--- config.mk ---
export PLATFORM = sky130hd
export DESIGN_NAME = signed_unsigned_integer_divider_core
export DESIGN_NICKNAME = d
export VERILOG_FILES = /design/src/sv/sudiv_pkg.sv /design/src/sv/sudiv_cell.sv /design/src/sv/sudiv_ctrl.sv /design/src/sv/signed_unsigned_integer_divider_core.sv
export VERILOG_INCLUDE_DIRS = /design/src /design/src/sv
export SDC_FILE = /design/constraint.sdc
export NUM_CORES = 1
export LEC_CHECK = 0
export CORE_MARGIN = 4
export CORE_UTILIZATION = 40
export DETAILED_ROUTE_END_ITERATION = 8
export DONT_BUFFER_PORTS = 1
export PLACE_DENSITY = 0.59
export SYNTH_ARGS = -nofsm -noshare
export SYNTH_HDL_FRONTEND = slang
export SYNTH_SLANG_ARGS = --single-unit
--- constraint.sdc ---
create_clock -name clock -period 40.2 [get_ports clock]
set_input_delay 8.04 -clock clock [delete_from_list [all_inputs] [get_ports clock]]
set_output_delay 8.04 -clock clock [all_outputs]
set_load 0.03 [all_outputs]
--- src/sv/signed_unsigned_integer_divider_core_defines.svh ---
// ---------------------------------------------------------------------------
// Divider assertion macros
// Shared concurrent assertion shorthands; expects clock and reset in scope.
// ---------------------------------------------------------------------------
`ifndef SIGNED_UNSIGNED_INTEGER_DIVIDER_CORE_DEFINES_SVH
`define SIGNED_UNSIGNED_INTEGER_DIVIDER_CORE_DEFINES_SVH

// same-cycle implication
`define SUDIV_ASSERT_NOW(lbl, ante, cons) \
   lbl: assert property (@(posedge clock) disable iff (reset) (ante) |-> (cons)) \
      else $error("sudiv assertion failed");

// next-cycle implication
`define SUDIV_ASSERT_NEXT(lbl, ante, cons) \
   lbl: assert property (@(posedge clock) disable iff (reset) (ante) |=> (cons)) \
      else $error("sudiv assertion failed");

`endif

--- src/sv/sudiv_pkg.sv ---
// ---------------------------------------------------------------------------
// Divider package
// Shared types, command codes and defaults for the bit-slice divider.
// ---------------------------------------------------------------------------
package sudiv_pkg;

   localparam int WIDTH_DEFAULT = 32;
   localparam int FIELD_WIDTH   = 32;

   typedef enum logic [1:0] {
      CMD_UQUO = 2'd0,
      CMD_UREM = 2'd1,
      CMD_SQUO = 2'd2,
      CMD_SREM = 2'd3
   } sudiv_cmd_type;

   typedef enum logic [1:0] {
      ST_IDLE,
      ST_RUN,
      ST_FIN
   } sudiv_state_type;

   // sequencer strobes
   typedef struct packed {
      logic accept;
      logic step;
      logic finish;
   } sudiv_ctrl_type;

   // broadcast to every bit cell
   typedef struct packed {
      logic load;
      logic step;
      logic qbit;
   } sudiv_cell_ctl_type;

endpackage

--- src/sv/sudiv_cell.sv ---
// ---------------------------------------------------------------------------
// Divider bit cell
// Holds one bit of partial remainder, dividend/quotient and divisor; forms
// one bit of the trial subtract and shifts its bits to the next cell up.
// ---------------------------------------------------------------------------
module sudiv_cell (
   input  logic                        clock,
   input  sudiv_pkg::sudiv_cell_ctl_type ctl,
   input  logic                        load_n,
   input  logic                        load_d,
   input  logic                        rem_shift,
   input  logic                        nq_shift,
   input  logic                        bin,
   output logic                        bout,
   output logic                        rem_bit,
   output logic                        nq_bit
);

   logic r_ff, r_in;
   logic nq_ff, nq_in;
   logic d_ff, d_in;
   logic diff;

   assign diff = rem_shift ^ d_ff ^ bin;
   assign bout = (~rem_shift & d_ff) | (~rem_shift & bin) | (d_ff & bin);

   always_comb begin
      r_in  = r_ff;
      nq_in = nq_ff;
      d_in  = d_ff;
      if (ctl.load) begin
         r_in  = 1'b0;
         nq_in = load_n;
         d_in  = load_d;
      end else if (ctl.step) begin
         r_in  = ctl.qbit ? diff : rem_shift;
         nq_in = nq_shift;
      end
   end

   always_ff @(posedge clock) begin
      r_ff  <= r_in;
      nq_ff <= nq_in;
      d_ff  <= d_in;
   end

   assign rem_bit = r_ff;
   assign nq_bit  = nq_ff;

endmodule

--- src/sv/sudiv_ctrl.sv ---
// ---------------------------------------------------------------------------
// Divider sequencer
// Takes one beat, runs WIDTH shift/subtract steps, then hands off the result.
// ---------------------------------------------------------------------------
`include "signed_unsigned_integer_divider_core_defines.svh"

module sudiv_ctrl #(
   parameter int WIDTH = sudiv_pkg::WIDTH_DEFAULT
) (
   input  logic                  clock,
   input  logic                  reset,
   input  logic                  req_valid,
   input  logic                  out_free,
   output logic                  busy,
   output sudiv_pkg::sudiv_ctrl_type ctrl
);

   localparam int CW = (WIDTH > 1) ? $clog2(WIDTH) : 1;

   sudiv_pkg::sudiv_state_type state_ff, state_in;
   logic [CW-1:0] count_ff, count_in;
   logic          last_step;

   assign last_step = (count_ff == CW'(WIDTH - 1));

   always_comb begin
      state_in = state_ff;
      case (state_ff)
         sudiv_pkg::ST_IDLE: begin
            if (req_valid) state_in = sudiv_pkg::ST_RUN;
         end
         sudiv_pkg::ST_RUN: begin
            if (last_step) state_in = sudiv_pkg::ST_FIN;
         end
         sudiv_pkg::ST_FIN: begin
            if (out_free) state_in = sudiv_pkg::ST_IDLE;
         end
         default: state_in = sudiv_pkg::ST_IDLE;
      endcase
   end

   always_comb begin
      busy        = 1'b1;
      ctrl.accept = 1'b0;
      ctrl.step   = 1'b0;
      ctrl.finish = 1'b0;
      case (state_ff)
         sudiv_pkg::ST_IDLE: begin
            busy        = 1'b0;
            ctrl.accept = req_valid;
         end
         sudiv_pkg::ST_RUN: begin
            ctrl.step = 1'b1;
         end
         sudiv_pkg::ST_FIN: begin
            ctrl.finish = out_free;
         end
         default: begin
            busy = 1'b1;
         end
      endcase
   end

   always_comb begin
      count_in = count_ff;
      if (ctrl.accept) begin
         count_in = '0;
      end else if (ctrl.step) begin
         count_in = count_ff + CW'(1);
      end
   end

   always_ff @(posedge clock) begin
      if (reset) begin
         state_ff <= sudiv_pkg::ST_IDLE;
         count_ff <= '0;
      end else begin
         state_ff <= state_in;
         count_ff <= count_in;
      end
   end

   `SUDIV_ASSERT_NEXT(a_accept_starts, ctrl.accept, state_ff == sudiv_pkg::ST_RUN && count_ff == '0)
   `SUDIV_ASSERT_NEXT(a_last_step_fin, ctrl.step && last_step, state_ff == sudiv_pkg::ST_FIN)
   `SUDIV_ASSERT_NOW(a_one_strobe, 1'b1, $onehot0({ctrl.accept, ctrl.step, ctrl.finish}))

endmodule

--- src/sv/signed_unsigned_integer_divider_core.sv ---
// ---------------------------------------------------------------------------
// Signed/unsigned integer divider core
// Restoring long division on a row of bit cells, one quotient bit per cycle.
// ---------------------------------------------------------------------------
// Usage:
//   req_ channel carries command, dividend and divisor; a beat is taken when
//   req_valid is high and req_stall is low. Commands: unsigned quotient,
//   unsigned remainder, signed quotient, signed remainder.
//   rsp_ channel returns one result beat per request beat.
// Timing:
//   The request is loaded into the cell row at the accepting edge, then
//   WIDTH shift/subtract steps run, then the finish state applies the sign
//   fix-up and writes the output register once it is free; rsp_valid rises
//   with that write. A new beat is not taken until the result is written,
//   as the single subtract chain across the cells is shared by every step.
//   req_stall is high from acceptance until the result is written.
// Stall: a held result waits in the output register; the finished division
//   waits in the cells until the output register frees up.
// Reset: synchronous; clears the sequencer and rsp_valid, no data flushed.
// Divide by zero gives quotient 0 and remainder equal to the dividend.
// ---------------------------------------------------------------------------
`include "signed_unsigned_integer_divider_core_defines.svh"

module signed_unsigned_integer_divider_core #(
   parameter int WIDTH = sudiv_pkg::WIDTH_DEFAULT
) (
   input  logic        clock,
   input  logic        reset,
   input  logic        req_valid,
   output logic        req_stall,
   input  logic [1:0]  req_command,
   input  logic [31:0] req_dividend,
   input  logic [31:0] req_divisor,
   output logic        rsp_valid,
   input  logic        rsp_stall,
   output logic [31:0] rsp_result
);

   localparam int FW = sudiv_pkg::FIELD_WIDTH;
   localparam int PW = (WIDTH > FW) ? WIDTH : FW;

   sudiv_pkg::sudiv_ctrl_type     ctrl;
   sudiv_pkg::sudiv_cell_ctl_type cell_ctl;
   sudiv_pkg::sudiv_cmd_type      cmd_req;

   logic [PW-1:0]    a_ext, b_ext, res_ext;
   logic [WIDTH-1:0] a_w, b_w, mag_a, mag_b;
   logic             is_signed, neg_a, neg_b;

   sudiv_pkg::sudiv_cmd_type cmd_ff, cmd_in;
   logic a_neg_ff, a_neg_in;
   logic b_neg_ff, b_neg_in;
   logic zero_ff, zero_in;

   logic [WIDTH-1:0] r_vec, nq_vec, r_sh, nq_sh;
   logic [WIDTH:0]   borrow;
   logic             qbit;
   logic [WIDTH-1:0] quo, res_w;

   logic             rsp_valid_ff, rsp_valid_in;
   logic [31:0]      result_ff, result_in;
   logic             out_free, busy;
   logic             fin_zero_uquo;

   // operand conditioning
   assign cmd_req   = sudiv_pkg::sudiv_cmd_type'(req_command);
   assign a_ext     = PW'(req_dividend);
   assign b_ext     = PW'(req_divisor);
   assign a_w       = a_ext[WIDTH-1:0];
   assign b_w       = b_ext[WIDTH-1:0];
   assign is_signed = (cmd_req == sudiv_pkg::CMD_SQUO) || (cmd_req == sudiv_pkg::CMD_SREM);
   assign neg_a     = is_signed & a_w[WIDTH-1];
   assign neg_b     = is_signed & b_w[WIDTH-1];
   assign mag_a     = neg_a ? ({WIDTH{1'b0}} - a_w) : a_w;
   assign mag_b     = neg_b ? ({WIDTH{1'b0}} - b_w) : b_w;

   assign out_free  = !rsp_valid_ff || !rsp_stall;

   sudiv_ctrl #(
      .WIDTH (WIDTH)
   ) u_ctrl (
      .clock     (clock),
      .reset     (reset),
      .req_valid (req_valid),
      .out_free  (out_free),
      .busy      (busy),
      .ctrl      (ctrl)
   );

   assign req_stall = busy;

   // remainder top bit set means r<<1 overflows: subtraction always fits
   assign qbit          = r_vec[WIDTH-1] | ~borrow[WIDTH];
   assign cell_ctl.load = ctrl.accept;
   assign cell_ctl.step = ctrl.step;
   assign cell_ctl.qbit = qbit;

   assign r_sh      = {r_vec[WIDTH-2:0], nq_vec[WIDTH-1]};
   assign nq_sh     = {nq_vec[WIDTH-2:0], qbit};
   assign borrow[0] = 1'b0;

   for (genvar i = 0; i < WIDTH; i++) begin : g_cell
      sudiv_cell u_cell (
         .clock     (clock),
         .ctl       (cell_ctl),
         .load_n    (mag_a[i]),
         .load_d    (mag_b[i]),
         .rem_shift (r_sh[i]),
         .nq_shift  (nq_sh[i]),
         .bin       (borrow[i]),
         .bout      (borrow[i+1]),
         .rem_bit   (r_vec[i]),
         .nq_bit    (nq_vec[i])
      );
   end

   always_comb begin
      cmd_in   = cmd_ff;
      a_neg_in = a_neg_ff;
      b_neg_in = b_neg_ff;
      zero_in  = zero_ff;
      if (ctrl.accept) begin
         cmd_in   = cmd_req;
         a_neg_in = neg_a;
         b_neg_in = neg_b;
         zero_in  = (b_w == '0);
      end
   end

   always_ff @(posedge clock) begin
      cmd_ff   <= cmd_in;
      a_neg_ff <= a_neg_in;
      b_neg_ff <= b_neg_in;
      zero_ff  <= zero_in;
   end

   // zero divisor runs as all-ones quotient; force it to 0
   assign quo = zero_ff ? '0 : nq_vec;

   always_comb begin
      case (cmd_ff)
         sudiv_pkg::CMD_UQUO: res_w = quo;
         sudiv_pkg::CMD_UREM: res_w = r_vec;
         sudiv_pkg::CMD_SQUO: res_w = (a_neg_ff ^ b_neg_ff) ? ({WIDTH{1'b0}} - quo) : quo;
         sudiv_pkg::CMD_SREM: res_w = a_neg_ff ? ({WIDTH{1'b0}} - r_vec) : r_vec;
         default:             res_w = quo;
      endcase
   end

   assign res_ext = PW'(res_w);

   always_comb begin
      result_in    = result_ff;
      rsp_valid_in = rsp_valid_ff;
      if (ctrl.finish) begin
         result_in    = res_ext[31:0];
         rsp_valid_in = 1'b1;
      end else if (rsp_valid_ff && !rsp_stall) begin
         rsp_valid_in = 1'b0;
      end
   end

   always_ff @(posedge clock) begin
      if (reset) begin
         rsp_valid_ff <= 1'b0;
      end else begin
         rsp_valid_ff <= rsp_valid_in;
      end
      result_ff <= result_in;
   end

   assign rsp_valid  = rsp_valid_ff;
   assign rsp_result = result_ff;

   assign fin_zero_uquo = ctrl.finish && zero_ff && (cmd_ff == sudiv_pkg::CMD_UQUO);

   `SUDIV_ASSERT_NEXT(a_finish_valid, ctrl.finish, rsp_valid)
   `SUDIV_ASSERT_NEXT(a_zero_uquo, fin_zero_uquo, rsp_result == '0)
   `SUDIV_ASSERT_NOW(a_no_finish_blocked, ctrl.finish, !(rsp_valid && rsp_stall))

endmodule

---- Word-level counts from Yosys, hierarchy flattened ----
Index checks and enable logic that the tools add are counted.
word-level totals
  register bits ........................... 141
  input bits .............................. 70
  output and inout bits ................... 34
  logic and storage cells ................. 500
operators by class
  $add $sub $neg .......................... 5
  equality and inequality tests ........... 11
  multiplexer cells ....................... 112
  bitwise gates (word level) .............. 256
  reductions and logical operators ........ 12
operators with widths
  cell                     count
  $mux W32                 5
  $pmux W32 S4             1
  $sub A1 B32 Y32 const A  4
  $mux W1                  102
  $and A1 B1 Y1            96
  $xor A1 B1 Y1            64
  $or A1 B1 Y1             63
  $not A1 Y1               33
  $logic_not A32 Y1        1
  $eq A2 B2 Y1 const B     5
  $mux W2                  3
  $pmux W2 S3              1
  $add A5 B1 Y5 const B    1
  $eq A5 B5 Y1 const B     1
  $eq A2 B1 Y1 const B     2
  $logic_not A2 Y1         2
  $ne A2 B1 Y1 const B     2
  $reduce_bool A2 Y1       2
  $reduce_and A3 Y1        1
  $logic_not A1 Y1         2
  $logic_or A1 B1 Y1       2
  $ne A2 B2 Y1 const B     1
  $reduce_or A2 Y1         1
  $logic_and A1 B1 Y1      1

---- Depth between registers and ports, before layout ----
  depth in word-level cells ............... 99
  depth in mapped cells ................... 39
  mapped depth without buffers ............ 37

---- Modules after synthesis ----
A second synthesis with hierarchy kept.
second synthesis, totals
  cells, all modules ...................... 1017
  area, all modules ....................... 9885.7 µm²
by module, submodules not included
  module                                instances  cells each  area each (µm²)  seq. area each (µm²)
  sudiv_cell                            32         12          152.6            80.1
  signed_unsigned_integer_divider_core  1          595         4658.2           1131.1
  sudiv_ctrl                            1          38          342.8            140.1

---- Least setup slack after synthesis ----
Ideal clock, no wire load.
  kind .................................... reg2reg
  from .................................... register g_cell[31].u_cell.nq_ff
  to ...................................... register g_cell[17].u_cell.r_ff
  library setup time ...................... 131 ps
  arrival ................................. 13054 ps
  required time ........................... 40069 ps
  setup slack ............................. 27014 ps
  cell stages (with the launch flop) ...... 39
  path buffers ............................ 2
  period minus slack after synthesis ...... 13186 ps
  cells stage by stage .................... edfxtp_1 -> inv_1 -> ha_1 -> fa_1 -> fa_1 -> fa_1 -> fa_1 -> fa_1 -> fa_1 -> fa_1 -> fa_1 -> fa_1 -> fa_1 -> fa_1 -> fa_1 -> fa_1 -> fa_1 -> fa_1 -> [3 not listed] -> fa_1 -> fa_1 -> fa_1 -> fa_1 -> fa_1 -> fa_1 -> fa_1 -> fa_1 -> fa_1 -> fa_1 -> fa_1 -> fa_1 -> fa_1 -> nor2b_1 -> clkbuf_1 -> buf_1 -> a21oi_1 -> o21ai_0
on the way
  word-level cells in the longest chain between the ends .. 98
  elaborated cells between the ends (all ways) .. 130
  classes of those cells .................. mux (1); bitwise (129)
ends and longest elaborated chain
  element                    RTL line                                    RTL
  start: declaration         sudiv_cell.sv:20                            logic nq_ff, nq_in;
  start signal: assignment   sudiv_cell.sv:43                            nq_ff <= nq_in;
  $not A1 Y1 (*)             sudiv_cell.sv:25                            assign bout = (~rem_shift & d_ff) | (~rem_shift & bin) | (d_ff & bin);
  $and A1 B1 Y1 (*)          sudiv_cell.sv:25
  $and A1 B1 Y1              sudiv_cell.sv:25
  $or A1 B1 Y1               sudiv_cell.sv:25
  $or A1 B1 Y1 (*)           sudiv_cell.sv:25
  $and A1 B1 Y1              sudiv_cell.sv:25
  $or A1 B1 Y1               sudiv_cell.sv:25
  $or A1 B1 Y1 (*)           sudiv_cell.sv:25
  [79 not listed]            n/a
  $or A1 B1 Y1 (2 in a row)  sudiv_cell.sv:25
  $and A1 B1 Y1              sudiv_cell.sv:25
  $or A1 B1 Y1 (2 in a row)  sudiv_cell.sv:25
  $and A1 B1 Y1              sudiv_cell.sv:25
  $or A1 B1 Y1 (2 in a row)  sudiv_cell.sv:25
  $not A1 Y1                 signed_unsigned_integer_divider_core.sv:93  assign qbit = r_vec[WIDTH-1] | ~borrow[WIDTH];
  $or A1 B1 Y1               signed_unsigned_integer_divider_core.sv:93
  $mux W1 (*)                sudiv_cell.sv:36                            r_in = ctl.qbit ? diff : rem_shift;
  end signal: assignment     sudiv_cell.sv:42                            r_ff <= r_in;
  end: declaration           sudiv_cell.sv:19                            logic r_ff, r_in;
Every way passes the cells marked *; elsewhere a longest branch is shown, timed or not.
A chain may end at the register's enable or synchronous reset.

---- Worst setup path after layout ----
  from .................................... register g_cell[31].u_cell.nq_ff
  to ...................................... register g_cell[1].u_cell.r_ff
on the way
  word-level cells in the longest chain between the ends .. 98
  elaborated cells between the ends (all ways) .. 130
  classes of those cells .................. mux (1); bitwise (129)
ends and longest elaborated chain
  element                    RTL line
  $not A1 Y1 (*)             sudiv_cell.sv:25
  $and A1 B1 Y1 (*)          sudiv_cell.sv:25
  $and A1 B1 Y1              sudiv_cell.sv:25
  $or A1 B1 Y1 (2 in a row)  sudiv_cell.sv:25
  $and A1 B1 Y1              sudiv_cell.sv:25
  $or A1 B1 Y1 (2 in a row)  sudiv_cell.sv:25
  $and A1 B1 Y1              sudiv_cell.sv:25
  $or A1 B1 Y1 (2 in a row)  sudiv_cell.sv:25
  [76 not listed]            n/a
  $or A1 B1 Y1 (2 in a row)  sudiv_cell.sv:25
  $and A1 B1 Y1              sudiv_cell.sv:25
  $or A1 B1 Y1 (2 in a row)  sudiv_cell.sv:25
  $and A1 B1 Y1              sudiv_cell.sv:25
  $or A1 B1 Y1 (2 in a row)  sudiv_cell.sv:25
  $not A1 Y1                 signed_unsigned_integer_divider_core.sv:93
  $or A1 B1 Y1               signed_unsigned_integer_divider_core.sv:93
  $mux W1 (*)                sudiv_cell.sv:36
  end signal: assignment     sudiv_cell.sv:42
  end: declaration           sudiv_cell.sv:19
Marked as above.

==> run_results.csv <==
group,metric,value,unit
placed_design,postPlaceCellArea,9460,sq um
placed_design,port_buffers,0,
outcome,status,"complete, no violations",
floorplan,die_x,160,microns
setup_path,cp-end-kind,"register",
timing,setup_viol_count_final,0,
routing,ant_nets,0,
routing,wl_per_cell,18.5,microns
routing,drc_errors,0,
min_path,hp-class,"reg -> reg",
timing,setup_tns,0,ns
setup_path,critical_path.slowest_cell,"fa_1",
setup_path,arrival,14.01,ns
synth,synth_nets,1097,
setup_path,crit_buf_inv,2,
synth,synth.area.top_cells,"edfxtp_1, dfxtp_1, fa_1, xnor2_1, a21oi_1",
clock_network,cts.sinks,141,
synth,synth_top_area_share,32.7,%
clock_network,cts_setup_buffers,0,
placed_design,place_congestion,0.870,
pwr,power_density,59.3,nW/um^2
timing,whs,0.502,ns
floorplan,die_y,160,microns
setup_path,slowest_delay,0.41,ns
clock_network,root_buffer,"clkbuf_16",
global_routing,grt_max_degree,96,
synth,synth_area_per_cell,9.37,sq um
clock_network,cts_inserted_buffers,17,
floorplan,row_count,55,
clock_network,cts_buffer_depth,2,
setup_path,r2r_start,"g_cell[31].u_cell.nq_bit",
pwr,p_comb_share,38.5,%
synth,synth_edf_count,101,
finish,finalNetCount,1073,
finish,areaGrowthSynthToFinish,8.22,%
finish,final_common_cell,"edfxtp_1",
global_routing,grt.overflow.total,0,
setup_path,critical_path_required,40.54,ns
timing,rsz0062_at_grt,"false",
floorplan,initial_core_util,40.8,%
global_routing,grt_use_total,18.0,%
setup_path,start_kind,"register",
floorplan,coreArea,22700,sq um
routing,viasPerCell,5.65,
pwr,ir_worst_vdd,0.0334,mV
finish,final_cells,1263,
timing,finClkSkew,0.00930,ns
setup_path,crit_fanout,64,
synth,ys_seq_elements,141,
placed_design,dp.cells,1231,
min_path,hold_path_depth,2,
pwr,p_leak,3.29,nW
clock_network,cts.htree.levels,4,
floorplan,io_pins,104,
run,drv_cap,0,
setup_path,crit_family,"adder cells",
timing,relSlewSlack,25.4,%
timing,maxSlewViolCount,0,
synth,syn_area,9270,sq um
timing,fin_crit_sh,34.0,%
timing,worst_pin_slew,1.12,ns
synth,async_flop_share,0,%
setup_path,startpoint,"g_cell[31].u_cell.nq_bit",
finish,design_area,10000,sq um
timing,finalHoldViolations,0,
setup_path,critical_path_class,"reg -> reg",
setup_path,cp.depth,38,
min_path,hold_path_startpoint,"g_cell[17].u_cell.rem_bit",
global_routing,antenna_found_initial,0,
timing,fmax,73.1,MHz
clock_network,postCtsHoldBufs,0,
routing,initialDrtViolationCount,589,
finish,final_core_util,44.2,%
routing,firstDrtPassIters,5,
global_routing,grt_pass1_wl,36800,microns
finish,mostFrequentLayoutCells,"edfxtp_1, nand2_1, nor2_1",
synth,yosys_warnings,0,
clock_network,clock_latency,0.43,ns
pwr,switching_share,38.3,%
clock_network,path_clk_slew,0.06,ns
finish,n_antenna_cell,0,
finish,drive_above_1_share,6.95,%
timing,fin_crit,13.67,ns
synth,synth_cells,989,
synth,yosys.cell_types.count,70,
setup_path,r2r_slack,26.53,ns
pwr,clkPwrFrac,26.1,%
routing,dr_total_vias,7135,
global_routing,grt_pass1_vias,6686,
floorplan,die_area,25700,sq um
pwr,p_sw,228,uW
routing,drt-total-wl,23300,microns
synth,synth-seq-area-share,41.4,%
synth,yosys.area.top_type,"edfxtp_1",
clock_network,cts_tree,"yes",
synth,synth-main-ff-cell,"edfxtp_1",
pwr,p_int,367,uW
setup_path,critPathMostFrequentCell,"fa_1",
pwr,pwr-share-seq,35.4,%
placed_design,hpwl,17100,microns
setup_path,worst_r2r_path_depth,38,
clock_network,cts-resized-gates,0,
[path summary, 6_finish.rpt]
check / to
setup / recovery: g_cell[1].u_cell.rem_bit
hold / removal: g_cell[17].u_cell.rem_bit
setup reg to reg: g_cell[1].u_cell.rem_bit
hold reg to reg: g_cell[17].u_cell.rem_bit
[power by group through the flow]
stage | combinational [mW] | clock (mW) | sequential, mW
floorplan | 0.178 | 0 | 0.203
global placement | 0.225 | 0 | 0.213
detailed placement | 0.228 | 0 | 0.213
CTS | 0.229 | 0.159 | 0.210
global route | 0.258 | 0.165 | 0.214
finish | 0.229 | 0.155 | 0.210
[state kept, by name (all words and copies together), names as in the netlist]
signal                 flops
g_cell.u_cell.rem_bit     32
b_neg_ff                   1
rsp_result                32
u_ctrl.state_ff            2
g_cell.u_cell.nq_bit      32
u_ctrl.count_ff            5
a_neg_ff                   1
g_cell.u_cell.d_ff        32
cmd_ff                     2
zero_ff                    1
rsp_valid                  1
[worst min-delay path, cell delays in order, from the launching register on]
cell and delay (ns):
dfxtp_1 0.33, nand3_1 0.06, o21ai_0 0.06
[cell families after synthesis]
family | count (synthesis) | synth area share (%)
flip-flops | 141 | 41.4
adder cells (fa/ha/maj) | 38 | 7.64
multiplexers | 9 | 0.999
buffers and inverters | 98 | 4.55
AO/OA/AOI/OAI | 257 | 16.8
XOR/XNOR | 108 | 10.2
AND/OR/NAND/NOR | 338 | 18.4
[per-stage QoR]
stage | setup slack [ns] | total power, mW
floorplan | 27.01 | 0.381
global placement | 26.74 | 0.438
detailed placement | 26.50 | 0.441
CTS | 26.49 | 0.598
global route | 26.00 | 0.637
finish | 26.53 | 0.595
[Yosys cell counts, types with 25 or more instances]
cell type	number
edfxtp_1	101
nand2_1	100
nor2_1	95
a21oi_1	79
o21ai_0	78
xnor2_1	68
inv_1	46
dfxtp_1	40
xor2_1	40
nand3_1	38
clkbuf_1	35
fa_1	31
nor3_1	25
[cell type report]
class                   count  area [sq um]
multi-input cells         750          5030
repair buffers              8          60.1
fillers                  2200         12700
flip-flops and latches    141          3830
clock inverters            10           123
clock buffers              22           444
inverters                  47           176
well taps                 285           357
[per-layer routing]
metal,track usage (%),up-vias,part of all wire (%)
met5,0,-,0
met4,4.77,0,1.3
met3,4.00,22,4.9
met2,29.4,162,48
met1,24.4,3476,46
li1,-,3475,-
(Power assumes the default switching activity.)
